## src/rtl/core/tpc_pkg.sv

```systemverilog
// Shared types and codes for the trie prefix counter.
`timescale 1ns / 1ps
`default_nettype none

package tpc_pkg;

  // Request type of a letter beat.
  localparam logic REQ_INSERT = 1'b0;
  localparam logic REQ_QUERY  = 1'b1;

  // Result status codes.
  localparam logic [1:0] STAT_OK     = 2'd0;
  localparam logic [1:0] STAT_ABSENT = 2'd1;
  localparam logic [1:0] STAT_FULL   = 2'd2;

  localparam int unsigned OUT_COUNT_BITS = 16;

  typedef struct packed {
    logic [OUT_COUNT_BITS-1:0] prefix_count;
    logic [1:0]                status;
  } tpc_res_t;

endpackage

`default_nettype wire

```

## src/rtl/core/tpc_ctrl.sv

```systemverilog
// Letter walk sequencer: child table and pass count read-modify-write.
`timescale 1ns / 1ps
`default_nettype none

module tpc_ctrl #(
  parameter int unsigned NODE_POOL  = 4096,
  parameter int unsigned ALPHABET   = 26,
  parameter int unsigned COUNT_BITS = 16,
  localparam int unsigned NB = $clog2(NODE_POOL),
  localparam int unsigned AW = $clog2(NODE_POOL * ALPHABET)
) (
  input  wire logic                  clk,
  input  wire logic                  rst_n,
  input  wire logic                  in_valid,
  output      logic                  in_stall,
  input  wire logic                  in_req_type,
  input  wire logic [4:0]            in_letter,
  input  wire logic                  in_last_letter,
  output      logic                  child_we,
  output      logic [AW-1:0]         child_waddr,
  output      logic [NB-1:0]         child_wdata,
  output      logic [AW-1:0]         child_raddr,
  input  wire logic [NB-1:0]         child_rdata,
  output      logic                  pass_we,
  output      logic [NB-1:0]         pass_waddr,
  output      logic [COUNT_BITS-1:0] pass_wdata,
  output      logic [NB-1:0]         pass_raddr,
  input  wire logic [COUNT_BITS-1:0] pass_rdata,
  output      logic                  res_valid,
  output      tpc_pkg::tpc_res_t     res,
  input  wire logic                  res_ready
);

  import tpc_pkg::*;

  localparam int unsigned CDEPTH = NODE_POOL * ALPHABET;

  typedef enum logic [2:0] {
    S_CLEAR,
    S_IDLE,
    S_CHILD,
    S_CNT,
    S_RESULT
  } state_t;

  state_t          state_r, state_nxt;
  logic [AW-1:0]   clr_addr_r, clr_addr_nxt;
  logic [NB-1:0]   cursor_r, cursor_nxt;
  logic            miss_r, miss_nxt;
  logic            full_r, full_nxt;
  logic [NB:0]     next_free_r, next_free_nxt;
  logic            req_r, req_nxt;
  logic            last_r, last_nxt;
  logic [AW-1:0]   slot_r, slot_nxt;
  tpc_res_t        res_r, res_nxt;

  logic [AW-1:0]         slot_calc;
  logic                  oob;
  logic                  stop_full;
  logic                  stop_miss;
  logic                  pool_empty;
  logic [COUNT_BITS-1:0] cnt_new;
  logic [COUNT_BITS-1:0] cnt_val;
  logic [31:0]           cnt_wide;

  // Slot of the incoming letter in the flattened child table.
  assign slot_calc = AW'(cursor_r) * AW'(ALPHABET) + AW'(in_letter);
  assign oob       = 32'(in_letter) >= ALPHABET;
  assign stop_full = full_r | (~miss_r & oob & (in_req_type == REQ_INSERT));
  assign stop_miss = miss_r | (~full_r & oob & (in_req_type == REQ_QUERY));
  assign pool_empty = next_free_r >= (NB + 1)'(NODE_POOL);

  // Saturating increment of the pass count just read.
  assign cnt_new = (pass_rdata == {COUNT_BITS{1'b1}}) ? pass_rdata
                                                      : pass_rdata + 1'b1;
  assign cnt_val  = (req_r == REQ_INSERT) ? cnt_new : pass_rdata;
  assign cnt_wide = 32'(cnt_val);

  assign in_stall  = (state_r != S_IDLE);
  assign res_valid = (state_r == S_RESULT);
  assign res       = res_r;

  always_comb begin
    state_nxt     = state_r;
    clr_addr_nxt  = clr_addr_r;
    cursor_nxt    = cursor_r;
    miss_nxt      = miss_r;
    full_nxt      = full_r;
    next_free_nxt = next_free_r;
    req_nxt       = req_r;
    last_nxt      = last_r;
    slot_nxt      = slot_r;
    res_nxt       = res_r;
    child_we      = 1'b0;
    child_waddr   = slot_r;
    child_wdata   = NB'(next_free_r);
    child_raddr   = slot_calc;
    pass_we       = 1'b0;
    pass_waddr    = NB'(next_free_r);
    pass_wdata    = COUNT_BITS'(1);
    pass_raddr    = child_rdata;

    case (state_r)
      S_CLEAR: begin
        child_we     = 1'b1;
        child_waddr  = clr_addr_r;
        child_wdata  = '0;
        clr_addr_nxt = clr_addr_r + 1'b1;
        if (clr_addr_r == AW'(CDEPTH - 1)) begin
          state_nxt = S_IDLE;
        end
      end

      S_IDLE: begin
        if (in_valid) begin
          req_nxt  = in_req_type;
          last_nxt = in_last_letter;
          slot_nxt = slot_calc;
          if (stop_full || stop_miss) begin
            // The word's walk has stopped; only its last letter matters.
            if (in_last_letter) begin
              res_nxt.prefix_count = '0;
              res_nxt.status       = stop_full ? STAT_FULL : STAT_ABSENT;
              cursor_nxt = '0;
              miss_nxt   = 1'b0;
              full_nxt   = 1'b0;
              state_nxt  = S_RESULT;
            end else begin
              miss_nxt = stop_miss;
              full_nxt = stop_full;
            end
          end else begin
            state_nxt = S_CHILD;
          end
        end
      end

      S_CHILD: begin
        if (req_r == REQ_QUERY) begin
          if (child_rdata == '0) begin
            if (last_r) begin
              res_nxt.prefix_count = '0;
              res_nxt.status       = STAT_ABSENT;
              cursor_nxt = '0;
              state_nxt  = S_RESULT;
            end else begin
              miss_nxt  = 1'b1;
              state_nxt = S_IDLE;
            end
          end else begin
            cursor_nxt = child_rdata;
            state_nxt  = last_r ? S_CNT : S_IDLE;
          end
        end else if (child_rdata == '0) begin
          if (pool_empty) begin
            if (last_r) begin
              res_nxt.prefix_count = '0;
              res_nxt.status       = STAT_FULL;
              cursor_nxt = '0;
              state_nxt  = S_RESULT;
            end else begin
              full_nxt  = 1'b1;
              state_nxt = S_IDLE;
            end
          end else begin
            // A fresh node starts with a pass count of one.
            child_we      = 1'b1;
            pass_we       = 1'b1;
            next_free_nxt = next_free_r + 1'b1;
            if (last_r) begin
              res_nxt.prefix_count = OUT_COUNT_BITS'(1);
              res_nxt.status       = STAT_OK;
              cursor_nxt = '0;
              state_nxt  = S_RESULT;
            end else begin
              cursor_nxt = NB'(next_free_r);
              state_nxt  = S_IDLE;
            end
          end
        end else begin
          cursor_nxt = child_rdata;
          state_nxt  = S_CNT;
        end
      end

      S_CNT: begin
        if (req_r == REQ_INSERT) begin
          pass_we    = 1'b1;
          pass_waddr = cursor_r;
          pass_wdata = cnt_new;
        end
        if (last_r) begin
          res_nxt.prefix_count = cnt_wide[OUT_COUNT_BITS-1:0];
          res_nxt.status       = STAT_OK;
          cursor_nxt = '0;
          state_nxt  = S_RESULT;
        end else begin
          state_nxt = S_IDLE;
        end
      end

      S_RESULT: begin
        if (res_ready) begin
          state_nxt = S_IDLE;
        end
      end

      default: begin
        state_nxt = S_IDLE;
      end
    endcase
  end

  always_ff @(posedge clk) begin
    if (!rst_n) begin
      state_r     <= S_CLEAR;
      clr_addr_r  <= '0;
      cursor_r    <= '0;
      miss_r      <= 1'b0;
      full_r      <= 1'b0;
      next_free_r <= (NB + 1)'(1);
    end else begin
      state_r     <= state_nxt;
      clr_addr_r  <= clr_addr_nxt;
      cursor_r    <= cursor_nxt;
      miss_r      <= miss_nxt;
      full_r      <= full_nxt;
      next_free_r <= next_free_nxt;
    end
    req_r  <= req_nxt;
    last_r <= last_nxt;
    slot_r <= slot_nxt;
    res_r  <= res_nxt;
  end

endmodule

`default_nettype wire

```

## config.mk

```make
export PLATFORM = sky130hd
export DESIGN_NAME = tpc_ctrl
export DESIGN_NICKNAME = d
export VERILOG_FILES = /design/src/rtl/core/tpc_pkg.sv /design/src/rtl/core/tpc_ctrl.sv
export SDC_FILE = /design/constraint.sdc
export NUM_CORES = 1
export LEC_CHECK = 0
export BUFFER_PORTS_ARGS = -buffer_cell sky130_fd_sc_hd__buf_4
export CAP_MARGIN = 10
export CORE_ASPECT_RATIO = 1.4
export CORE_UTILIZATION = 55
export CTS_CLUSTER_DIAMETER = 120
export DETAILED_ROUTE_END_ITERATION = 12
export GPL_TIMING_DRIVEN = 0
export PLACE_DENSITY_LB_ADDON = 0.25
export SETUP_SLACK_MARGIN = 0.15
export SLEW_MARGIN = 20
export SYNTH_ARGS = -nofsm -noshare
export SYNTH_HDL_FRONTEND = slang
export SYNTH_SLANG_ARGS = --single-unit
```

## constraint.sdc

```tcl
create_clock -name clk -period 4.6 [get_ports clk]
set_input_delay 1.15 -clock clk [delete_from_list [all_inputs] [get_ports clk]]
set_output_delay 1.15 -clock clk [all_outputs]
set_load 0.01 [all_outputs]
```

After elaboration in Yosys (flattened, before gate mapping)
Cells that the tools add are included. Widths: inputs -> output; s select.

Register bits: 84. Bits in latches: 0. Memory bits (writable): 0. Memory bits (read-only): 0. Bits of input ports: 39. Output and inout bits: 108. Word-level logic and storage cells: 123. Memories: 0.

$add $sub $neg: 4. $mul: 1. Divide/modulo/power cells: 0. $lt $le $gt $ge: 2. Equality and inequality tests: 20. Shifts and indexed selects: 0. Mux-type cells: 62. Bitwise operators: 11. Reductions and logical operators: 12.

Operators by type and width (count): $mux 18 (11); $mux 12 (12); $mux 16 (4); $pmux 18 s3 (1); $pmux 12 s3 (1); $mux 3 (9); $ne 2x2->1 const B (11); $add 17x1->17 const B (1); $add 17x5->17 (1); $eq 17x17->1 const B (1); $mux 17 (1); $add 16x1->16 const B (1); $eq 16x16->1 const B (1); $mul 12x4->16 const B (1); $mux 1 (16); $pmux 3 s5 (1); $reduce_and 7->1 (2); $add 13x1->13 const B (1); $ge 13x13->1 const B (1); $logic_not 12->1 (1); $reduce_and 4->1 (3); $pmux 1 s2 (4); $eq 3x2->1 const B (2); $reduce_and 6->1 (1); other kinds (15) (24).

Longest topological paths before layout
Depth in word-level cells: 9. Gate-level depth with buffers: 13. Gate-level depth less buffers: 12.

Least setup slack after synthesis
No wires, ideal clock.

Path type: register to output. From: register cursor_r[1]. To: output port child_raddr[16]. Arrival: 3268 ps. Setup slack: 182 ps. Cell stages (with the launch flop): 12. Path through: dfxtp_1 > ha_1 > fa_1 > inv_1 > fa_1 > nand2b_1 > a21o_1 > a21o_2 > mux2_4 > a221oi_2 > nor4b_2 > xnor2_1.

Cells in the longest elaborated chain, start to end: 2.

RTL lines: start, declared (line tpc_ctrl.sv:48) `logic [NB-1:0] cursor_r, cursor_nxt;`; start signal, assigned (line tpc_ctrl.sv:225) `cursor_r <= cursor_nxt;`; $mul 12x4->16 (line tpc_ctrl.sv:67) `assign slot_calc = AW'(cursor_r) * AW'(ALPHABET) + AW'(in_letter);`; $add 17x5->17 (line tpc_ctrl.sv:67); end, declared (line tpc_ctrl.sv:22) `output logic [AW-1:0] child_raddr,`.

No other way between the ends.

Worst setup path after layout
From: register cursor_r[4]. To: output port child_raddr[15].

Same word-level chain as after synthesis.

==> impl_metrics.env <==
export IMPL_ys_seq_area_share_pct=33.1
export IMPL_ys_top_cells_by_count="60 x inv_1, 55 x nand2_1, 47 x dfxtp_1"
export IMPL_worstSetupStartpointType="flop"
export IMPL_cp_arrival_ns=3.76
export IMPL_placed_area_um2=7470
export IMPL_timing_fmax_mhz=204
export IMPL_synth_area_per_cell_um2=8.92
export IMPL_worstRegToRegCells=12
export IMPL_cp_max_fo=5
export IMPL_synth_seq_cells=84
export IMPL_antenna_found_initial=1
export IMPL_drtPass1Iterations=7
export IMPL_reg2reg_setup_slack_ns=0.99
export IMPL_whs_endpoint="miss_r"
export IMPL_die_width_um=91.7
export IMPL_maxSlewViolCount=0
export IMPL_viasPerCell=5.79
export IMPL_coreArea_um2=10900
export IMPL_postRouteAntennaNets=0
export IMPL_finClkSkew_ns=0.00518
export IMPL_violations="setup timing"
export IMPL_max_cap_violations=0
export IMPL_synthCells=695
export IMPL_clock_sinks=84
export IMPL_hold_depth=1
export IMPL_routed_wl_mm=17.9
export IMPL_slew_headroom_pct=52.1
export IMPL_required_ns=3.45
export IMPL_status="finished, violations left"
export IMPL_synth_most_common_cell="inv_1"
export IMPL_p_leak_uw=0.00360
export IMPL_final_cell_area_um2=8370
export IMPL_grt_overflow=0
export IMPL_power_density_nw_per_um2=188
export IMPL_area_delta_synth_final_pct=35.0
export IMPL_clkLatencyLatePin_ns=0.34
export IMPL_clk_path_buf_depth=2
export IMPL_track_usage_pct=30.1
export IMPL_finish_net_count=966
export IMPL_cts_hold_buffers=0
export IMPL_netlist_top_cell_by_area="edfxtp_1"
export IMPL_dieArea_um2=11700
export IMPL_worst_slew_pin_slew_ns=0.718
export IMPL_holdCritStartpoint="miss_r"
export IMPL_ir_worst_vdd_uv=230
export IMPL_fp_row_count=45
export IMPL_drive_gt1_share_pct=34.4
export IMPL_synthTopCellsByArea="edfxtp_1 18%, dfxtp_1 15%, ha_1 7.3%"
export IMPL_regToRegStartpoint="cursor_r[4]"
export IMPL_worst_slack_ns=-0.312
export IMPL_htree_num_levels=3
export IMPL_fin_total_pwr_uw=1580
export IMPL_initial_core_util_pct=56.7
export IMPL_fin_crit_ns=4.91
export IMPL_synth_area_um2=6200
export IMPL_synth_top_flop_cell="dfxtp_1"
export IMPL_place_congestion=0.943
export IMPL_setup_violations=5
export IMPL_dp_slack_ns=-0.235
export IMPL_yosysWarnings=0
export IMPL_routedWlPerCell_um=17.5
export IMPL_die_y_um=128
export IMPL_grt_max_degree=17
export IMPL_grt_pass1_wl_mm=27.6
export IMPL_cts_clk_slew_worst_paths_ns=0.06
export IMPL_cts_tree="yes"
export IMPL_yosysTopAreaCellShare_pct=17.9
export IMPL_vias=5951
export IMPL_drt_iter0_drc=338
export IMPL_drc=0
export IMPL_numCtsBuffers=9
export IMPL_synth_edff_count=37
export IMPL_end_kind="output pin"
export IMPL_async_flop_share_pct=0
export IMPL_finalHoldViolCount=0
export IMPL_grt_pass1_vias=5864
export IMPL_ios=147
export IMPL_synth_cell_types=73
export IMPL_rsz0062_at_grt="yes"
export IMPL_period_share_pct=107
export IMPL_critPathKind="flop to output pin"
export IMPL_r2r_end="slot_r[14]"
export IMPL_synth_fp_nets=780
export IMPL_hold_path_class="flop to flop"
export IMPL_place_hpwl_mm=12.8
export IMPL_cts_root_buf="clkbuf_16"
export IMPL_tns_ns=-1.03
export IMPL_port_buffers=142
==> logic make-up after synthesis <==
kind of cell / synth area share [%]
flip-flops: 33.1
AND/OR/NAND/NOR: 22.5
multiplexers: 3.82
XOR/XNOR: 8.89
buffers and inverters: 7.59
AO/OA/AOI/OAI: 13.6
adder cells (fa/ha/maj): 10.5
==> flip-flops by register name (all words and copies together) (netlist names) <==
register,cells
cursor_r,12
state_r,3
miss_r,1
clr_addr_r,17
full_r,1
slot_r,17
last_r,1
res,18
next_free_r,13
req_r,1
==> routing by layer <==
layer  track usage (%)  share of wire (%)  up-vias  wire length [µm]
met5                 0                  0        -                 0
met4              18.4                4.9        0               875
met3              5.48                6.1       73              1100
met2              55.2                 53      275              9530
met1              31.6                 36     2826              6440
li1                  -                  -     2777                 -
==> cell usage in the layout (no fill, tap or decap), types with 8 or more instances in the layout <==
cell         n
a21oi_1     19
a222oi_1    12
a31oi_1      8
and2_1      29
and3_1      11
buf_4      184
buf_6        8
clkbuf_1    20
clkbuf_16    9
dfxtp_1     40
edfxtp_1    37
fa_1         9
ha_1        24
ha_4        11
inv_1       59
mux2_2      17
nand2_1     54
nand3_1     24
nand4_1      9
nor2_1      43
nor2b_1     30
nor3_1      11
o21ai_0     29
or3_1       10
xnor2_1     37
xor2_1      18
==> stage by stage <==
stage	utilization (%)	std cells	hold slack [ns]
after detailed placement	68.4	980	0.535
after global placement	68.1	978	0.521
final	76.6	1028	0.550
after CTS	75.3	1020	0.549
after global routing	76.6	1027	0.561
after floorplan	-	695	0.503
==> cell type report <==
class                           instances  area (µm²)
Multi-Input combinational cell        507        4020
Clock inverter                          4        23.8
Tap cell                              141         176
Buffer                                 44         251
Antenna cell                            1        2.50
Inverter                               60         225
Fill cell                             761        2560
Sequential cell                        84        2080
Timing Repair Buffer                  175        1330
Clock buffer                           12         256
==> how the worst max path moves through the flow <==
stage | start | end | slack (ns) | cells after the start
floorplan | cursor_r[1] | child_raddr[16] | 0.18 | 11
global placement | cursor_r[1] | child_raddr[16] | -0.17 | 12
detailed placement | cursor_r[1] | child_raddr[15] | -0.23 | 12
CTS | cursor_r[2] | child_raddr[15] | -0.17 | 12
global route | cursor_r[8] | child_raddr[16] | -0.48 | 13
finish | cursor_r[4] | child_raddr[15] | -0.31 | 11
==> worst max-delay path: stages (launching register included) <==
cell	delay [ns]
dfxtp_4	0.37
ha_1	0.35
fa_1	0.53
ha_4	0.37
o21ai_4	0.07
a21o_1	0.21
a21o_2	0.26
mux2_4	0.33
a221oi_4	0.37
nor4_2	0.08
xor2_1	0.29
buf_4	0.18
==> what timing repair did <==
item,4_1_cts,5_1_grt
resized for setup,51,19
setup endpoints to repair,9,8
pin swaps,28,19
buffers inserted,24,7
==> power breakdown <==
group | leakage [µW] | switching [µW] | internal (µW) | total, µW
Clock | 0.000132 | 290 | 392 | 683
Combinational | 0.00274 | 57.8 | 58.8 | 117
Sequential | 0.000730 | 3.35 | 772 | 775
Power figures use the tool's default switching activity.
