File: config.mk
export PLATFORM = sky130hd
export DESIGN_NAME = tpc_outq
export DESIGN_NICKNAME = d
export VERILOG_FILES = /design/src/rtl/core/tpc_pkg.sv /design/src/rtl/core/tpc_outq.sv
export SDC_FILE = /design/constraint.sdc
export NUM_CORES = 1
export LEC_CHECK = 0
export BUFFER_PORTS_ARGS = -buffer_cell sky130_fd_sc_hd__buf_2
export CORE_UTILIZATION = 40
export CTS_CLUSTER_DIAMETER = 120
export CTS_CLUSTER_SIZE = 24
export DETAILED_ROUTE_END_ITERATION = 12
export PLACE_DENSITY = 0.79
export SETUP_SLACK_MARGIN = 0.5
export SYNTH_ARGS = -nofsm -noshare
export SYNTH_HDL_FRONTEND = slang
export SYNTH_SLANG_ARGS = --single-unit
export TNS_END_PERCENT = 30
File: constraint.sdc
create_clock -name clk -period 1.9 [get_ports clk]
set_input_delay 0 -clock clk [delete_from_list [all_inputs] [get_ports clk]]
set_output_delay 0 -clock clk [all_outputs]
set_load 0.01 [all_outputs]
File: src/rtl/core/tpc_pkg.sv
// Shared types and codes for the trie prefix counter.
`timescale 1ns / 1ps
`default_nettype none

package tpc_pkg;

  // Request type of a letter beat.
  localparam logic REQ_INSERT = 1'b0;
  localparam logic REQ_QUERY  = 1'b1;

  // Result status codes.
  localparam logic [1:0] STAT_OK     = 2'd0;
  localparam logic [1:0] STAT_ABSENT = 2'd1;
  localparam logic [1:0] STAT_FULL   = 2'd2;

  localparam int unsigned OUT_COUNT_BITS = 16;

  typedef struct packed {
    logic [OUT_COUNT_BITS-1:0] prefix_count;
    logic [1:0]                status;
  } tpc_res_t;

endpackage

`default_nettype wire

File: src/rtl/core/tpc_outq.sv
// Output register stage for result beats.
`timescale 1ns / 1ps
`default_nettype none

module tpc_outq (
  input  wire logic              clk,
  input  wire logic              rst_n,
  input  wire logic              res_valid,
  input  wire tpc_pkg::tpc_res_t res,
  output      logic              res_ready,
  output      logic              out_valid,
  input  wire logic              out_stall,
  output      logic [15:0]       out_prefix_count,
  output      logic [1:0]        out_status
);

  import tpc_pkg::*;

  logic     out_valid_r, out_valid_nxt;
  tpc_res_t out_res_r, out_res_nxt;

  assign res_ready = !out_valid_r || !out_stall;

  always_comb begin
    out_valid_nxt = out_valid_r;
    out_res_nxt   = out_res_r;
    if (res_ready) begin
      out_valid_nxt = res_valid;
      if (res_valid) begin
        out_res_nxt = res;
      end
    end
  end

  always_ff @(posedge clk) begin
    if (!rst_n) begin
      out_valid_r <= 1'b0;
    end else begin
      out_valid_r <= out_valid_nxt;
    end
    out_res_r <= out_res_nxt;
  end

  assign out_valid        = out_valid_r;
  assign out_prefix_count = out_res_r.prefix_count;
  assign out_status       = out_res_r.status;

endmodule

`default_nettype wire

-- After elaboration in Yosys (flattened, before gate mapping)
Index checks and enable logic that the tools add are counted.
- logic and storage cells: 7
- input bits: 22
- register bits: 19
- output and inout bits: 20
- reduce and logical (&&, ||, !) cells: 4
- operators with widths (kind ; count):
    1-bit logical NOT ; 2
    2-bit AND reduction ; 1
    1-bit logical OR ; 1

-- Logic depth before layout (Yosys ltp)
Gate-level depths: netlist of run 1.
- word-level depth: 3
- gate-level depth with buffers: 2
- depth with buffers taken out: 2

-- Least setup slack after synthesis of run 1
Ideal clock, no wire load.
- kind: reg2reg
- start point: register out_valid_r, in the netlist out_valid
- end point: register out_res_r (netlist bit out_prefix_count[0]) (enable)
- path buffers: 0
- data required time: 1524 ps
- data arrival time: 965 ps
- setup slack: 559 ps
- stages on the path, launching flop included: 3
- clock period less this slack: 1341 ps
- cells stage by stage: dfxtp_1 -> nand2_1 -> and2_1
- longest elaborated chain between the ends: 3
- ends and longest elaborated chain (element ; line ; text):
    start, declared ; tpc_outq.sv:19 ; logic out_valid_r, out_valid_nxt;
    start signal, assigned ; tpc_outq.sv:39 ; out_valid_r <= out_valid_nxt;
    1-bit logical NOT ; tpc_outq.sv:22 ; assign res_ready = !out_valid_r || !out_stall;
    1-bit logical OR ; tpc_outq.sv:22 ;
    net res_ready ; tpc_outq.sv:10 ; output logic res_ready,
    2-bit AND reduction (no source line) ; - ;
    end signal, assigned ; tpc_outq.sv:41 ; out_res_r <= out_res_nxt;
    end, declared ; tpc_outq.sv:20 ; tpc_res_t out_res_r, out_res_nxt;
The timed path passes the listed nets, and every way through them passes these cells.
A chain may end at the register's enable or synchronous reset.

-- Worst setup path after layout of run 1
- start point: register out_valid_r, in the netlist out_valid
- end point: register out_valid_r, in the netlist out_valid
- longest elaborated chain between the ends: 2
- ends and longest elaborated chain (element ; line):
    1-bit logical NOT ; tpc_outq.sv:22
    1-bit logical OR ; tpc_outq.sv:22
Every way passes these cells.

==> flow_metrics.tcl, run 1 <==
set metrics [dict create \
    rsz0062_at_grt "false" \
    worst_ep_required_time_ps 2080 \
    crit_path_cell_trace "a21oi_1 > nor2b_1 > dlygate4sd3_1" \
    wl_per_cell_microns 13.5 \
    cts_sinks 19 \
    status "finished, final reports clean" \
    drt-initial-drc-count 21 \
    cts_tree "yes" \
    grt_pass1_vias 423 \
    postSynthCellCount 23 \
    critPathMaxStageDelay_ps 540 \
    final_common_cell "buf_2" \
    worst_pin_slew_ps 217 \
    clkLatencyLatePin_ps 280 \
    yosysSeqAreaShare_pct 96.3 \
    grt_util_met3_pct 6.11 \
    grtUsageMet2_pct 32.3 \
    num_rows 13 \
    firstDrtPassIters 4 \
    arrival_ps 1380 \
    cts_hold_buf 20 \
    dieArea_sq_mm 0.00161 \
    power_uw 791 \
    crit_slowest_cell "dlygate4sd3_1" \
    hold_ws_ps 287 \
    fin_nets 112 \
    core_area_sq_mm 0.00133 \
    antenna_found_initial 0 \
    syn2layout_area_growth_pct 78.7 \
    layout_common_cells "buf_2 (41), dlygate4sd3_1 (20), edfxtp_1 (18), clkbuf_4 (3)" \
    cts_setup_buffers 0 \
    synth_warnings 0 \
    post-place-cells 80 \
    grtUsageMet1_pct 25.6 \
    die_w_microns 40.1 \
    synth_fp_nets 45 \
    critPathTopFamily "buffers and inverters" \
    post_drt_via_cell_ratio 4.41 \
    hold_violations 0 \
    final_max_slew_viol_count 0 \
    finClkSkew_ps 6.10 \
    slew_headroom_pct 85.6 \
    cts_made_buffers 3 \
    final_cells 104 \
    clk_pin_slew_ps 100 \
    io_buffers 41 \
    setup_viol 0 \
    min_path_type "input port to output port" \
    synth-seq-cells 19 \
    start_util_pct 43.6 \
    h-tree-depth 1 \
    ir_drop_v 0.000680 \
    busiest_layer "met2" \
    ios 42 \
    fin_crit_ps 1190 \
    fillers 86 \
    max-cap-violations 0 \
    crit_buf_inv 1 \
    synth_area_per_cell_sq_um 25.3 \
    fin_setup_tns_ps 0 \
    drive_gt1_share_pct 50.6 \
    ant_nets 0 \
    path_class "flip-flop to flip-flop" \
    route.detailed.drc 0 \
    power.density_mw_per_mm2 761 \
    ys_types 6 \
    cts-resized-gates 0 \
    root_buffer "clkbuf_4" \
    max_freq_mhz 840 \
    antenna-diode-count 0 \
    cts.path.max_buffers 2 \
    wl_microns 1410 \
    grt_max_degree 19 \
    cp-start-kind "flip-flop" \
    leakagePower_uw 0.000456 \
    grt_usage_pct 20.5 \
    critPathMaxFanout 3 \
    die-height_microns 40.1 \
    overflow 0 \
    finalWeightedCongestion 0.585 \
    grt_pass1_wl_microns 1970 \
    syn_area_sq_um 582 \
    via_count 459 \
    fin_crit_sh_pct 62.7 \
    crit_path_end_kind "flip-flop" \
]
-- metrics by stage --
step	instance area (sq um)	setup WS (ps)	utilization, %
5_1_grt	1040	657	78.0
3_5_place_dp	813	851	61.0
6_report	1040	709	78.0
2_1_floorplan	582	559	-
3_3_place_gp	813	882	61.0
4_1_cts	1040	740	78.0
-- power by group --
group          internal (uW)  switching [uW]
registers                487            6.66
clock network           81.4             111
logic                   61.2            44.6
total                    629             162
-- worst register-to-register path: cells and delay by family, from the launching register on --
family | cells | cell delay (ps)
and+or+nand+nor | 1 | 60
AOI/OAI and AO/OA | 1 | 150
buffers and inverters | 1 | 540
DFF | 1 | 340
-- synthesized netlist by cell type, drive strengths merged --
cell | count | area share, %
edfxtp | 18 | 93
a21oi | 1 | 0.86
and2 | 1 | 1.1
dfxtp | 1 | 3.4
nand2 | 1 | 0.64
nor2b | 1 | 1.1
-- flip-flops by register name (all words and copies together), names as in the netlist --
signal / flops
out_valid: 1
out_status: 2
out_prefix_count: 16
-- area by class of cell --
type                            count  area (sq um)  share of cell area, %
Clock buffer                        4          26.3                   2.53
Multi-Input combinational cell      4          21.3                   2.05
Sequential cell                    19           561                   53.9
Tap cell                           15          18.8                   1.81
Timing Repair Buffer               62           413                   39.7
-- cells by family (layout without fill, tap and decap cells) --
logic type	after synthesis	count (layout)	synth area share, %
AO/OA/AOI/OAI	1	1	0.859
buffers and inverters	0	66	0
flip-flops	19	19	96.3
AND/OR/NAND/NOR	3	3	2.80
-- final timing paths --
check / start / slack (ps) / depth (start not counted) / endpoint
max: out_valid / 710 / 3 / out_valid
max reg2reg: out_valid / 710 / 3 / out_valid
min: out_stall / 290 / 3 / res_ready
min reg2reg: out_valid / 940 / 3 / out_prefix_count[5]
-- metal layers --
metal | part of all wire (%) | wire length [microns]
met1 | 38 | 539
met2 | 56 | 785
met3 | 4.9 | 69
met4 | 1.1 | 15
met5 | 0 | 0
(Power assumes the default switching activity.)
==> run 2: changes to the inputs <==
CORE_UTILIZATION = 37   (was 40)
PLACE_DENSITY = 0.74   (was 0.79)
clock period = 1.21 ns   (was 1.9 ns; I/O delays follow)
==> run 2 against run 1 <==
Power rose by 60%. Via count is 1.7% lower. Non-clock buffer count down 2. Utilization down 1.2 points. Worst hold slack lost 270 ps. Wire length fell by 9.2%. First-iteration DRC count down 90%. Register-to-register slack got worse by 390 ps. Largest cell class unchanged.
==> flow_metrics.tcl, run 2 (synthesized netlist as in run 1, its figures left out) <==
set metrics [dict create \
    power_frac_clock_pct 25.1 \
    start_util_pct 42.1 \
    r2r_end "out_prefix_count[0]" \
    crit_path_start "out_prefix_count[10]" \
    area.sequential_sq_um 562 \
    worst_pin_slew_ps 119 \
    p_switching_uw 276 \
    multiInputGateArea_sq_um 57.6 \
    fin_ws_ps 323 \
    post_drt_via_cell_ratio 4.30 \
    critPathTopFamily "flip-flops" \
    die-height_microns 41.7 \
    fillers 85 \
    path_depth 1 \
    max_freq_mhz 1130 \
    grt_pass1_wl_microns 1930 \
    fin_nets 113 \
    fin_crit_sh_pct 73.3 \
    finClkSkew_ps 6.17 \
    overflow 0 \
    p_int_uw 989 \
    crit_slowest_cell "edfxtp_1" \
    worst_ep_required_time_ps 1210 \
    root_buffer "clkbuf_4" \
    power.density_mw_per_mm2 1190 \
    power.share.switching_pct 21.8 \
    r2r_cells 2 \
    post-place-ws_ps 213 \
    wl_microns 1280 \
    via_count 451 \
    cts.path.max_buffers 2 \
    crit_buf_inv 1 \
    ir_drop_v 0.000733 \
    crit_path_end_kind "output port" \
    die_w_microns 41.7 \
    rsz0062_at_grt "true" \
    cts_tree "yes" \
    drt-initial-drc-count 2 \
    h-tree-depth 1 \
    cts_made_buffers 3 \
    hold_ws_ps 15.1 \
    io_buffers 41 \
    reg2reg_from "out_valid" \
    layout_common_cells "buf_2 (41), dlygate4sd3_1 (19), edfxtp_1 (18), and2_4 (4), clkbuf_4 (3)" \
    cp-start-kind "flip-flop" \
    clkLatencyLatePin_ps 290 \
    slew_headroom_pct 92.1 \
    grt_pass1_vias 464 \
    grt_max_degree 12 \
    max-cap-violations 0 \
    cts_sinks 19 \
    setup_viol 0 \
    wl_per_cell_microns 12.2 \
    critPathMaxStageDelay_ps 430 \
    antenna_found_initial 0 \
    comb_power_share_pct 13.6 \
    firstDrtPassIters 2 \
    min_path_type "input port to flip-flop" \
    final_common_cell "buf_2" \
    finalWeightedCongestion 0.629 \
    route.detailed.drc 0 \
    reg2reg_slack_ps 320 \
    ant_nets 0 \
    leakagePower_uw 0.000471 \
    drive_gt1_share_pct 56.7 \
    hold_violations 0 \
    fin_crit_ps 887 \
    path_class "flip-flop to output port" \
    post-place-cells 79 \
    syn2layout_area_growth_pct 82.4 \
    arrival_ps 890 \
    core_area_sq_mm 0.00138 \
    fin_setup_tns_ps 0 \
    worstSetupEndpoint "out_prefix_count[10]" \
    largest_reg_flops 16 \
    ios 42 \
    critPathMaxFanout 1 \
    power_uw 1270 \
    final_cells 105 \
    antenna-diode-count 0 \
    num_rows 13 \
    pwr-share-seq_pct 61.3 \
    crit_path_cell_trace "buf_2" \
    clk_pin_slew_ps 110 \
    final_max_slew_viol_count 0 \
    grt_usage_pct 14.9 \
    dieArea_sq_mm 0.00174 \
    status "finished, final reports clean" \
]
[run 2: cell count changes in the layout (fill, tap and decap cells not counted), sizes merged]
cell         delta
clkbuf          -1
buf             -1
dlygate4sd3     -1
and2            +3
clkinv          +1
[run 2: layer usage]
metal,vias to the layer above,wire length (microns),GRT usage (%)
li1,225,-,-
met1,198,588,18.5
met2,28,598,26.3
met3,0,94,3.04
met4,0,0,3.87
met5,-,0,0
[run 2: metrics by stage]
stage                     utilization, %  area [sq um]
after floorplan                        -           588
after global placement              58.7           812
after detailed placement            58.7           812
after CTS                           76.7          1060
after global routing                76.7          1060
final                               76.7          1060
[run 2: final cells by class]
class,count,share of cell area [%]
Clock buffer,3,2.12
Clock inverter,1,0.472
Multi-Input combinational cell,7,5.42
Sequential cell,19,52.9
Tap cell,15,1.77
Timing Repair Buffer,60,37.3
[run 2: what timing repair did]
| action | CTS | global route |
|---|---|---|
| hold buffers | 19 | 0 |
| setup buffers | 0 | 0 |
| resized for setup | 4 | 0 |
| pin swaps | 2 | 0 |
| endpoints found under the hold margin | 19 | 0 |
| cloned | 3 | 0 |
| setup endpoints to repair | 38 | 38 |
[run 2: worst min-delay path by stage]
stage / from / endpoint / slack [ps] / depth (start not counted)
4_1_cts: out_stall / out_valid / 10 / 3
3_3_place_gp: res[12] / out_prefix_count[10] / 180 / 1
3_5_place_dp: res[8] / out_prefix_count[6] / 180 / 1
2_1_floorplan: out_stall / res_ready / 50 / 1
6_report: out_stall / out_valid / 20 / 3
5_1_grt: out_stall / out_valid / 40 / 3
[run 2: power groups by stage]
stage | combinational [uW] | clock [uW] | sequential [uW]
2_1_floorplan | 18.3 | 0 | 811
3_3_place_gp | 109 | 0 | 788
3_5_place_dp | 113 | 0 | 789
4_1_cts | 173 | 322 | 775
5_1_grt | 185 | 343 | 779
6_report | 173 | 318 | 775
==> run 3: changes to the inputs <==
CORE_UTILIZATION = 34   (was 37)
PLACE_DENSITY = 0.72   (was 0.74)
clock period = 0.8 ns   (was 1.21 ns; I/O delays follow)
==> run 3 against run 2 <==
The run now ends with DRC, hold timing, setup timing left. Critical path depth rose by 1. Power rose by 43%. Clock skew fell by 2.0 ps. Utilization is 21 points lower. Clock power increased by 41%. Highest routed layer is now met4. Wire length down 15%. Flip-flop and latch count unchanged. Via count is 13% lower.
==> flow_metrics.tcl, run 3 (synthesized netlist as in run 1, its figures left out) <==
set metrics [dict create \
    status "finished with violations" \
    violations "DRC, hold timing, setup timing" \
    leakagePower_uw 0.000389 \
    io_buffers 41 \
    hold_ws_ps -113 \
    min_path_cells 1 \
    ant_nets 0 \
    setup_viol 24 \
    crit_path_end_kind "flip-flop" \
    syn2layout_area_growth_pct 49.7 \
    cts_sinks 19 \
    dieArea_sq_mm 0.00188 \
    start_util_pct 37.3 \
    die-height_microns 43.4 \
    hold_violations 19 \
    worst_ep_required_time_ps 800 \
    final_common_cell "buf_2" \
    cp-start-kind "flip-flop" \
    critPathMaxStageDelay_ps 350 \
    fin_ws_ps -82.4 \
    fillers 124 \
    grt_usage_pct 13.1 \
    num_rows 14 \
    core_area_sq_mm 0.00156 \
    wl_microns 1090 \
    overflow 0 \
    grt_pass1_wl_microns 1680 \
    clk_pin_slew_ps 100 \
    rsz0062_at_grt "true" \
    via_count 392 \
    fin_crit_ps 882 \
    path_class "flip-flop to flip-flop" \
    slew_headroom_pct 92.8 \
    final_cells 87 \
    grt_pass1_vias 385 \
    h-tree-depth 1 \
    utilization_pct 55.9 \
    ir_drop_v 0.00105 \
    crit_buf_inv 0 \
    die_w_microns 43.4 \
    largest_reg_flops 16 \
    arrival_ps 880 \
    ios 42 \
    clkLatencyLatePin_ps 280 \
    layout_common_cells "buf_2 (41), edfxtp_1 (18), and2_4 (4), clkbuf_4 (3)" \
    wl_per_cell_microns 12.5 \
    cts.path.max_buffers 2 \
    firstDrtPassIters 7 \
    drive_gt1_share_pct 70.4 \
    cts_made_buffers 3 \
    max-cap-violations 0 \
    route.detailed.drc 4 \
    grt_max_degree 11 \
    fin_crit_sh_pct 110 \
    crit_path_cell_trace "nand2_4 > and2_4" \
    post-place-cells 80 \
    reg2reg_from "out_valid" \
    root_buffer "clkbuf_4" \
    hold_path_end "out_prefix_count[2]" \
    final_max_slew_viol_count 0 \
    post_drt_via_cell_ratio 4.51 \
    finClkSkew_ps 4.18 \
    power.density_mw_per_mm2 2070 \
    antenna_found_initial 0 \
    critPathMaxFanout 5 \
    finalWeightedCongestion 0.683 \
    r2r_cells 2 \
    antenna-diode-count 0 \
    min-delay-start "res[4]" \
    fin_nets 94 \
    max_freq_mhz 1130 \
    r2r_end "out_status[1]" \
    reg2reg_slack_ps -80 \
    fin_setup_tns_ps -1440 \
    drt-initial-drc-count 6 \
    worst_pin_slew_ps 109 \
    min_path_type "input port to flip-flop" \
    cts_tree "yes" \
    power_uw 1810 \
    crit_slowest_cell "dfxtp_2" \
    critPathTopFamily "flip-flops" \
]
run 3: cell types whose count changed in the layout (fill, tap and decap cells not counted), sizes merged:
| cell | change |
|---|---|
| dlygate4sd3 | -19 |
| clkinv | -1 |
| clkbuf | +1 |
run 3: worst max-delay path by stage:
| stage | endpoint | from | cells after the start |
|---|---|---|---|
| 6_report | out_status[1] | out_valid | 2 |
| 5_1_grt | out_prefix_count[8] | out_valid | 2 |
| 4_1_cts | out_prefix_count[12] | out_valid | 2 |
| 3_3_place_gp | out_status[0] | out_valid | 2 |
| 2_1_floorplan | out_prefix_count[0] | out_valid | 2 |
| 3_5_place_dp | out_prefix_count[3] | out_valid | 2 |
run 3: metrics by stage:
stage	cell area, sq um	worst slack, ps	hold WS (ps)
2_1_floorplan	588	-189	50.4
3_3_place_gp	813	-160	179
3_5_place_dp	813	-187	178
4_1_cts	871	-91.1	-122
5_1_grt	871	-111	-133
6_report	871	-82.4	-113
run 3: power by group:
part           leakage, uW  switching (uW)  internal, uW
clock network    0.0000150             253           193
logic             0.000192            94.1          94.0
registers         0.000183            14.9          1160
run 3: area by class of cell:
class	instances	area, sq um	area share, %
Timing Repair Buffer	41	205	23.6
Tap cell	16	20.0	2.30
Clock buffer	4	26.3	3.02
Sequential cell	19	562	64.5
Multi-Input combinational cell	7	57.6	6.61
run 3: routing by layer:
layer / wire [microns] / up-vias / track usage, %
li1: - / 189 / -
met1: 392 / 178 / 14.7
met2: 584 / 23 / 22.1
met3: 103 / 2 / 3.75
met4: 5 / 0 / 7.50
met5: 0 / - / 0
run 3: repair_timing:
action	4_1_cts	5_1_grt
endpoints found under the setup margin	39	39
endpoints found under the hold margin	19	19
setup buffers	0	0
pin swaps	2	0
gates resized for setup	4	0
gates cloned	3	0
