[src/rtl/core/tpc_ram.sv]
// Generic single-port-write, single-port-read RAM with registered read data.
`timescale 1ns / 1ps
`default_nettype none

module tpc_ram #(
  parameter int unsigned WIDTH = 8,
  parameter int unsigned DEPTH = 16
) (
  input  wire logic                     clk,
  input  wire logic                     we,
  input  wire logic [$clog2(DEPTH)-1:0] waddr,
  input  wire logic [WIDTH-1:0]         wdata,
  input  wire logic [$clog2(DEPTH)-1:0] raddr,
  output      logic [WIDTH-1:0]         rdata
);

  logic [WIDTH-1:0] mem [DEPTH];

  always_ff @(posedge clk) begin
    if (we) begin
      mem[waddr] <= wdata;
    end
    rdata <= mem[raddr];
  end

endmodule

`default_nettype wire

[config.mk]
export PLATFORM = sky130hd
export DESIGN_NAME = tpc_ram
export DESIGN_NICKNAME = d
export VERILOG_FILES = /design/src/rtl/core/tpc_ram.sv
export SDC_FILE = /design/constraint.sdc
export NUM_CORES = 1
export LEC_CHECK = 0
export BUFFER_PORTS_ARGS = -buffer_cell sky130_fd_sc_hd__buf_2
export CAP_MARGIN = 10
export CORE_ASPECT_RATIO = 0.5
export CORE_MARGIN = 10
export CORE_UTILIZATION = 30
export DETAILED_ROUTE_END_ITERATION = 10
export PLACE_DENSITY = 0.44
export SLEW_MARGIN = 20
export SYNTH_ARGS = -nofsm -noshare
export SYNTH_HDL_FRONTEND = slang
export SYNTH_SLANG_ARGS = --single-unit
[constraint.sdc]
create_clock -name clk -period 1.8 [get_ports clk]
set_input_delay 0.18 -clock clk [delete_from_list [all_inputs] [get_ports clk]]
set_output_delay 0.18 -clock clk [all_outputs]
set_load 0.01 [all_outputs]
Yosys cells after proc, flatten, opt, wreduce, memory -nomap -nowiden
Memory sizes are Yosys's and may differ from the RTL's. A register that Yosys moved wholly into a read port is not among the register bits.
Index checks and enable logic that the tools add are counted.

storage, ports and cells
  logic and storage cells = 3
  bits of input ports = 18
  ROM bits = 0
  latch bits = 0
  memory bits (writable) = 128
  memories kept = 1
  output and inout port bits = 8
  bits in registers = 0

memories
  name  words  bits a word  rd ports  clocked after Yosys merged registers in  wr ports  RTL line  RTL
  mem   16     8            1         1                                        1         17        logic [WIDTH-1:0] mem [DEPTH];

cells by class
  multipliers = 0
  reduce and logical (&&, ||, !) cells = 0
  bitwise gates (word level) = 0
  add/sub/neg operators = 0
  divide/modulo/power cells = 0
  equality and inequality tests = 0
  shift operators = 0
  muxes and demuxes = 2
  $lt $le $gt $ge = 0

operators by type and width
  kind     number
  $mux W1  2

Depth between registers and ports, before layout
Gate-level depths: netlist of the first run.

  depth in word-level cells = 2
  depth in mapped cells = 5
  gate-level depth less buffers = 3

Worst setup path after synthesis of the first run
Ideal clock, no wire load.

  path kind = in2reg
  start = input waddr[2]
  end = memory mem[0][0] (enable)
  setup time = 0.383 ns
  slack = 0.127 ns
  buffers on the path = 0
  arrival = 1.290 ns
  cell stages on the path = 2
  data required time = 1.417 ns
  cell sequence = or3b_2 nor3_1

RTL lines
  item         RTL line  RTL
  from (decl)  11        input wire logic [$clog2(DEPTH)-1:0] waddr,
  to (decl)    17

Straight into the memory's write port.

==> impl_metrics.py, run 1 <==
metrics = {
    "flow_run": {
        "cap_violations": 0,
    },
    "floorplan": {
        "rows": 33,
        "die_y_um": 113,
        "coreArea_um2": 16600,
        "initial_core_util": 0.310,
        "ioPinCount": 26,
        "die-width_um": 205,
        "die_area_um2": 23100,
    },
    "sta": {
        "finalCritPeriodShare": 0.808,
        "finalCriticalPeriod_ns": 1.45,
        "holdWs_ns": 0.168,
        "fin_tns_setup_ns": 0,
        "max_freq_ghz": 0.688,
        "worst_slack_ns": 0.346,
        "rsz0062_at_grt": "false",
        "hold_viol_final": 0,
        "finalSetupViolCount": 0,
        "slew_headroom": 0.469,
        "fin_skew_ns": 0.00549,
        "worst_pin_slew_ns": 0.795,
        "drv_slew": 0,
    },
    "synth": {
        "synth.avg_cell_area_um2": 22.5,
        "syn_nets": 247,
        "yosys.cell_count.top_type": "edfxtp_1",
        "yosysUniqueCellTypes": 19,
        "yosysTopAreaCellShare": 0.747,
        "yosys-top-cells-area": "edfxtp_1 75%, mux4_2 7.9%, mux4_1 7.1%, dfxtp_1 3.1%, a22oi_1 2.3%",
        "seq_area_frac_synth": 0.778,
        "synth_common_cells": "128 x edfxtp_1, 18 x mux4_2, 16 x a22oi_1, 14 x mux4_1, 13 x nor2_1",
        "synth_area_um2": 5150,
        "synth_edf_count": 128,
        "synthArstFlopShare": 0,
        "ys_seq_elements": 136,
        "yosysTopAreaCell": "edfxtp_1",
        "syn_inst": 229,
        "ys.flop_type": "edfxtp_1",
        "yosys_warnings": 0,
    },
    "clocking": {
        "htreeDepth": 4,
        "cts_buffer_depth": 2,
        "post_cts_resized": 0,
        "clk_latency_ns": 0.40,
        "clk_pin_slew_ns": 0.06,
        "cts_tree": "done",
        "cts-root-buf": "clkbuf_16",
        "cts_setup_buffers": 0,
        "numClockSinks": 136,
        "cts_buffers": 17,
        "cts_hold_buf": 0,
    },
    "worst_hold_path": {
        "hp-class": "primary input to flop",
        "hold_path_startpoint": "wdata[4]",
    },
    "global_route": {
        "antenna_found_initial": 1,
        "first_global_vias": 2600,
        "grt_max_degree": 33,
        "grt_first_pass_wirelength_mm": 16.6,
        "grt_overflow_total": 0,
        "grt_util_all_layers": 0.0987,
    },
    "routing": {
        "detail_route.wl_per_cell_um": 20.5,
        "via_per_inst": 4.59,
        "vias": 2410,
        "drc": 0,
        "routed_wl_mm": 10.8,
        "ant_nets": 0,
        "drt_iter0_markers": 188,
        "firstDrtPassIters": 4,
    },
    "cells_and_area": {
        "final_net_count": 302,
        "areaGrowthSynthToFinish_pct": 21.8,
        "drive_gt1_frac": 0.320,
    },
    "worst_setup_path": {
        "crit_path_cell_trace": "mux4_1 -> a22oi_1 -> nand2_1",
        "cp_slowest_cell": "mux4_1",
        "critical_path_required_ns": 2.08,
        "cp_max_fo": 1,
        "cp_top_family": "multiplexers",
        "cp-startpoint": "mem[2][2]$_DFFE_PP_",
        "cp_num_buf_inv": 0,
        "slowest_delay_ns": 0.50,
        "cp_data_arrival_time_ns": 1.74,
        "crit_path_start_kind": "flop",
        "reg2reg_from": "mem[2][2]$_DFFE_PP_",
        "crit_type": "flop to flop",
        "r2r_setup_slack_ns": 0.35,
        "cp-end-kind": "flop",
    },
    "power": {
        "pwr_density_cell_nw_per_um2": 1190,
        "p_int_mw": 6.00,
        "clockPowerShare": 0.477,
        "pwr-share-comb": 0.046,
        "leakage_nw": 2.11,
        "netSwitchingPower_mw": 1.47,
        "switching_share": 0.197,
        "seq_power_share": 0.477,
        "ir_worst_vdd_mv": 0.664,
    },
    "placed_design": {
        "io_buffer_count": 25,
        "post-place-ws_ns": 0.0725,
        "gp_congestion": 0.740,
        "dpl.hpwl_mm": 6.82,
    },
    "status": {
        "run_status": "finished clean",
    },
}
-- cells in the final DEF, fill, tap and decap left out, drive strengths merged, types with 2 or more instances in the layout --
master | Yosys | layout
a22oi | 16 | 16
buf | 7 | 46
bufinv | 0 | 4
clkbuf | 0 | 19
clkinv | 0 | 8
dfxtp | 8 | 8
edfxtp | 128 | 128
mux4 | 32 | 32
nand2 | 9 | 9
nand2b | 2 | 2
nand3b | 2 | 2
nor2 | 13 | 13
nor3 | 4 | 4
-- cells by family after synthesis --
group / count (synthesis) / share of synthesized area
simple gates: 35 / 0.0318
compound gates: 16 / 0.0233
buf+inv: 10 / 0.0168
flops: 136 / 0.778
mux: 32 / 0.150
-- final timing paths --
path,endpoint,cells past startpoint
max,rdata[2]$_DFF_P_,3
min,mem[2][4]$_DFFE_PP_,1
max reg2reg,rdata[2]$_DFF_P_,3
min reg2reg,rdata[0]$_DFF_P_,3
-- area by class of cell --
cell class / count / area [um^2]
clock inverters: 13 / 179
fillers: 1499 / 10300
repair buffers: 46 / 308
multi-input cells: 83 / 1060
diodes: 1 / 2.50
clock buffers: 19 / 433
flip-flops and latches: 136 / 4000
well taps: 227 / 284
-- stage by stage --
stage | power [mW] | utilization | std cells | cell area [um^2]
floorplan | 3.81 | - | 229 | 5150
global placement | 3.97 | 0.341 | 492 | 5650
detailed placement | 3.98 | 0.341 | 492 | 5650
CTS | 7.53 | 0.377 | 524 | 6260
global route | 7.73 | 0.378 | 525 | 6270
finish | 7.47 | 0.378 | 525 | 6270
-- sequential cells by signal, indices dropped and copies added, names as in the netlist --
| register | flops |
|---|---|
| mem | 128 |
| rdata | 8 |
-- routing by layer --
metal | vias to the layer above | track usage | part of all wire
li1 | 1084 | - | -
met1 | 1274 | 0.131 | 0.49
met2 | 41 | 0.150 | 0.47
met3 | 11 | 0.0304 | 0.031
met4 | 0 | 0.0351 | 0.010
met5 | - | 0 | 0
-- power groups by stage --
stage | Sequential [mW] | Combinational, mW | Clock [mW]
6_report | 3.56 | 0.346 | 3.56
5_1_grt | 3.56 | 0.378 | 3.78
4_1_cts | 3.56 | 0.356 | 3.62
3_5_place_dp | 3.63 | 0.355 | 0
3_3_place_gp | 3.62 | 0.348 | 0
2_1_floorplan | 3.63 | 0.180 | 0
No activity file was read; power rests on OpenSTA's default activity.
==> inputs of run 2 (changes only) <==
==> constraint.sdc (replaced) <==
create_clock -name clk -period 1.5 [get_ports clk]
set_input_delay 0.15 -clock clk [delete_from_list [all_inputs] [get_ports clk]]
set_output_delay 0.15 -clock clk [all_outputs]
set_load 0.01 [all_outputs]
==> run 2 against run 1 <==
Compared with the run above: maximum frequency increased by 5.2%; global-route usage rose by 0.40 points; sequential cell count did not move; critical endpoint is now rdata[0]$_DFF_P_; clock-buffer cell count fell by 1.
==> impl_metrics.py, run 2 (synthesized netlist as in run 1, its figures left out) <==
metrics = {
    "status": {
        "run_status": "finished clean",
    },
    "sta": {
        "finalSetupViolCount": 0,
        "fin_skew_ns": 0.00729,
        "drv_slew": 0,
        "hold_viol_final": 0,
        "max_freq_ghz": 0.724,
        "slew_headroom": 0.456,
        "worst_pin_slew_ns": 0.814,
        "finalCriticalPeriod_ns": 1.38,
        "holdWs_ns": 0.133,
        "rsz0062_at_grt": "false",
        "finalCritPeriodShare": 0.921,
    },
    "power": {
        "pwr_density_cell_nw_per_um2": 1450,
        "ir_worst_vdd_mv": 0.782,
        "leakage_nw": 2.17,
        "clockPowerShare": 0.491,
        "p_int_mw": 7.40,
        "seq_power_share": 0.462,
        "pwr-share-comb": 0.048,
        "netSwitchingPower_mw": 1.85,
        "switching_share": 0.200,
        "fin_total_pwr_mw": 9.26,
    },
    "cells_and_area": {
        "n_antenna_cell": 0,
        "regMostFlops": "mem",
        "areaGrowthSynthToFinish_pct": 24.0,
        "final_cell_mix": "128 x edfxtp_1, 26 x buf_4, 25 x buf_2",
        "reg_top3": "mem (128), rdata (8)",
        "final_net_count": 310,
        "largest_reg_flops": 128,
        "final_common_cell": "edfxtp_1",
        "drive_gt1_frac": 0.344,
    },
    "global_route": {
        "grt_overflow_total": 0,
        "first_global_vias": 2667,
        "antenna_found_initial": 0,
        "grt_first_pass_wirelength_mm": 16.9,
        "grt_util_all_layers": 0.103,
        "grt_max_degree": 21,
    },
    "worst_setup_path": {
        "r2r_cells": 4,
        "cp-startpoint": "mem[9][0]$_DFFE_PP_",
        "cp-end-kind": "flop",
        "crit_type": "flop to flop",
        "crit_path_start_kind": "flop",
        "cp_max_fo": 1,
        "r2r_end": "rdata[0]$_DFF_P_",
        "cp_data_arrival_time_ns": 1.67,
        "cp-endpoint": "rdata[0]$_DFF_P_",
        "r2r_setup_slack_ns": 0.12,
        "reg2reg_from": "mem[9][0]$_DFFE_PP_",
        "critical_path_required_ns": 1.79,
    },
    "routing": {
        "firstDrtPassIters": 4,
        "routed_wl_mm": 11.2,
        "met3_wirelength_um": 516,
        "wl_met1_mm": 5.21,
        "dr.max_layer_used": "met4",
        "drt_iter0_markers": 167,
        "drc": 0,
        "wl_met2_mm": 5.35,
        "vias": 2486,
        "ant_nets": 0,
        "detail_route.wl_per_cell_um": 21.1,
        "via_per_inst": 4.67,
    },
    "floorplan": {
        "rows": 33,
        "ioPinCount": 26,
        "die-width_um": 205,
        "die_area_um2": 23100,
        "die_y_um": 113,
        "initial_core_util": 0.310,
        "coreArea_um2": 16600,
    },
    "placed_design": {
        "gp_congestion": 0.761,
        "dpl.hpwl_mm": 7.29,
        "io_buffer_count": 25,
    },
    "clocking": {
        "cts_buffer_depth": 2,
        "cts_buffers": 17,
        "clk_pin_slew_ns": 0.06,
        "cts_hold_buf": 0,
        "numClockSinks": 136,
        "clk_latency_ns": 0.41,
        "cts_setup_buffers": 0,
        "post_cts_resized": 0,
        "cts-root-buf": "clkbuf_16",
        "htreeDepth": 4,
        "cts_tree": "done",
    },
    "worst_hold_path": {
        "hp-class": "primary input to flop",
        "hold_path_startpoint": "wdata[6]",
    },
    "flow_run": {
        "cap_violations": 0,
    },
}
[run 2: cell types whose count changed in the layout (fill, tap and decap cells not counted), sizes merged]
cell / before / now
buf: 46 / 54
clkinv: 8 / 4
clkinvlp: 1 / 3
inv: 0 / 2
bufinv: 4 / 5
clkbuf: 19 / 18
diode: 1 / 0
[run 2: power by group through the flow]
| stage | registers, mW | logic [mW] | clock network (mW) |
|---|---|---|---|
| global route | 4.28 | 0.483 | 4.80 |
| floorplan | 4.36 | 0.216 | 0 |
| global placement | 4.35 | 0.441 | 0 |
| finish | 4.27 | 0.440 | 4.54 |
| detailed placement | 4.36 | 0.449 | 0 |
| CTS | 4.28 | 0.450 | 4.62 |
[run 2: layer usage]
layer,GRT usage,up-vias
met5,0,-
met4,0.0414,0
met3,0.0287,11
li1,-,1099
met1,0.135,1325
met2,0.157,51
[run 2: metrics by stage]
| stage | instances | TNS, ns | cell area [um^2] | util | setup WS, ns |
|---|---|---|---|---|---|
| after floorplan | 229 | 0 | 5150 | - | 0.0839 |
| after global placement | 500 | -0.712 | 5730 | 0.345 | -0.164 |
| after detailed placement | 500 | -0.694 | 5730 | 0.345 | -0.156 |
| after CTS | 532 | 0 | 6380 | 0.384 | 0.100 |
| after global routing | 532 | 0 | 6380 | 0.384 | 0.0335 |
| final | 532 | 0 | 6380 | 0.384 | 0.119 |
[run 2: how the worst min path moves through the flow]
| stage | end | cells past startpoint | slack (ns) |
|---|---|---|---|
| floorplan | mem[0][0]$_DFFE_PP_ | 0 | 0.25 |
| global placement | mem[12][3]$_DFFE_PP_ | 1 | 0.54 |
| detailed placement | rdata[0] | 1 | 0.55 |
| CTS | mem[15][3]$_DFFE_PP_ | 1 | 0.12 |
| global route | mem[10][4]$_DFFE_PP_ | 1 | 0.13 |
| finish | mem[4][6]$_DFFE_PP_ | 1 | 0.13 |
[run 2: cell type report]
class                   instances  area [um^2]
flip-flops and latches        136         4000
fillers                      1507        10200
clock inverters                14          221
clock buffers                  18          429
repair buffers                 54          380
multi-input cells              83         1060
well taps                     227          284
[run 2: worst max-delay path, cell delays in order (launching register included)]
cell and delay, ns:
edfxtp_1 0.36, mux4_2 0.45, a22oi_1 0.22, buf_4 0.16
nand2_1 0.06
==> inputs of run 3 (changes only) <==
--- a/config.mk
+++ b/config.mk
@@ -10,6 +10,7 @@
 export CORE_ASPECT_RATIO = 0.5
 export CORE_MARGIN = 10
 export CORE_UTILIZATION = 30
+export CTS_BUF_LIST = sky130_fd_sc_hd__clkbuf_16
 export DETAILED_ROUTE_END_ITERATION = 10
 export PLACE_DENSITY = 0.44
 export SLEW_MARGIN = 20
==> run 3 against run 2 <==
Compared with the run above: die area did not move; sequential share of layout area did not move; global-route usage did not move; cell count did not move; core utilization did not move; clock power barely moved; largest cell class unchanged; register-to-register slack barely moved; highest routed layer unchanged; final area did not move; first-iteration DRC count rose by 1.2%; worst hold slack barely moved; critical path type unchanged.
==> impl_metrics.py, run 3 (synthesized netlist as in run 1, its figures left out) <==
metrics = {
    "clocking": {
        "htreeDepth": 4,
        "cts_buffers": 17,
        "cts_hold_buf": 0,
        "cts_setup_buffers": 0,
        "clk_latency_ns": 0.41,
        "clk_pin_slew_ns": 0.06,
        "cts-root-buf": "clkbuf_16",
        "cts_tree": "done",
        "cts_buffer_depth": 2,
        "post_cts_resized": 0,
        "numClockSinks": 136,
    },
    "placed_design": {
        "dpl.cell_count": 500,
        "io_buffer_count": 25,
        "dpl.hpwl_mm": 7.29,
        "gp_congestion": 0.761,
    },
    "routing": {
        "detail_route.wl_per_cell_um": 21.1,
        "vias": 2495,
        "via_per_inst": 4.69,
        "drt_iter0_markers": 169,
        "firstDrtPassIters": 4,
        "drc": 0,
        "routed_wl_mm": 11.2,
        "ant_nets": 0,
    },
    "sta": {
        "hold_viol_final": 0,
        "fin_skew_ns": 0.00823,
        "worst_pin_slew_ns": 0.812,
        "holdWs_ns": 0.132,
        "drv_slew": 0,
        "finalCriticalPeriod_ns": 1.38,
        "fin_tns_setup_ns": 0,
        "rsz0062_at_grt": "false",
        "max_freq_ghz": 0.724,
        "finalSetupViolCount": 0,
        "slew_headroom": 0.457,
        "finalCritPeriodShare": 0.921,
    },
    "worst_setup_path": {
        "cp-end-kind": "flop",
        "cp_data_arrival_time_ns": 1.67,
        "crit_path_start_kind": "flop",
        "slowest_delay_ns": 0.45,
        "cp_max_fo": 1,
        "crit_type": "flop to flop",
        "crit_path_cell_trace": "mux4_2 -> a22oi_1 -> buf_4 -> nand2_1",
        "cp_slowest_cell": "mux4_2",
        "critical_path_required_ns": 1.79,
    },
    "floorplan": {
        "die_y_um": 113,
        "coreArea_um2": 16600,
        "ioPinCount": 26,
        "initial_core_util": 0.310,
        "die-width_um": 205,
        "rows": 33,
        "die_area_um2": 23100,
    },
    "cells_and_area": {
        "final_net_count": 310,
        "instances_no_fill": 532,
        "final_common_cell": "edfxtp_1",
        "largest_reg_flops": 128,
        "regMostFlops": "mem",
        "drive_gt1_frac": 0.344,
        "n_antenna_cell": 0,
        "multi_input_area_um2": 1060,
        "regArea_um2": 4000,
        "reg_top3": "mem (128), rdata (8)",
        "fillers": 1507,
        "areaGrowthSynthToFinish_pct": 24.0,
        "final_cell_mix": "128 x edfxtp_1, 26 x buf_4, 25 x buf_2",
    },
    "power": {
        "leakage_nw": 2.17,
        "pwr_density_cell_nw_per_um2": 1450,
        "ir_worst_vdd_mv": 0.783,
    },
    "global_route": {
        "grt_overflow_total": 0,
        "antenna_found_initial": 0,
        "first_global_vias": 2667,
        "grt_max_degree": 21,
        "grt_first_pass_wirelength_mm": 16.9,
        "grt_util_all_layers": 0.103,
    },
    "status": {
        "run_status": "finished clean",
    },
    "flow_run": {
        "cap_violations": 0,
    },
    "worst_hold_path": {
        "hp-class": "primary input to flop",
    },
}
[run 3: area by class of cell]
type | instances | share of cell area
flip-flops and latches | 136 | 0.627
multi-input cells | 83 | 0.166
clock buffers | 17 | 0.0667
repair buffers | 54 | 0.0596
well taps | 227 | 0.0445
clock inverters | 15 | 0.0353
[run 3: power breakdown]
part | total (mW) | switching, mW | internal, mW
clock network | 4.54 | 1.58 | 2.96
logic | 0.440 | 0.248 | 0.192
registers | 4.27 | 0.0257 | 4.25
[run 3: final timing paths]
kind,startpoint,end,slack [ns],depth (start not counted)
max,mem[9][0]$_DFFE_PP_,rdata[0]$_DFF_P_,0.12,4
min,wdata[6],mem[4][6]$_DFFE_PP_,0.13,1
max reg2reg,mem[9][0]$_DFFE_PP_,rdata[0]$_DFF_P_,0.12,4
min reg2reg,mem[7][3]$_DFFE_PP_,rdata[3]$_DFF_P_,0.67,3
[run 3: layer usage]
metal	share of wire	vias to the layer above	routed length, um	GRT usage
met5	0	-	0	0
met3	0.048	11	537	0.0287
met4	0.014	0	157	0.0414
met2	0.48	52	5340	0.157
li1	-	1099	-	-
met1	0.46	1333	5210	0.135
[run 3: critical path: cells and delay by family (launching register included)]
| kind | cells | cell delay (ns) |
|---|---|---|
| simple gates | 1 | 0.06 |
| compound gates | 1 | 0.22 |
| flops | 1 | 0.36 |
| buf+inv | 1 | 0.16 |
| mux | 1 | 0.45 |
[run 3: stage by stage]
step	area, um^2	setup WS, ns	total power [mW]	utilization
2_1_floorplan	5150	0.0839	4.57	-
3_3_place_gp	5730	-0.164	4.79	0.345
3_5_place_dp	5730	-0.156	4.80	0.345
4_1_cts	6380	0.100	9.34	0.384
5_1_grt	6380	0.0335	9.55	0.384
6_report	6380	0.119	9.25	0.384
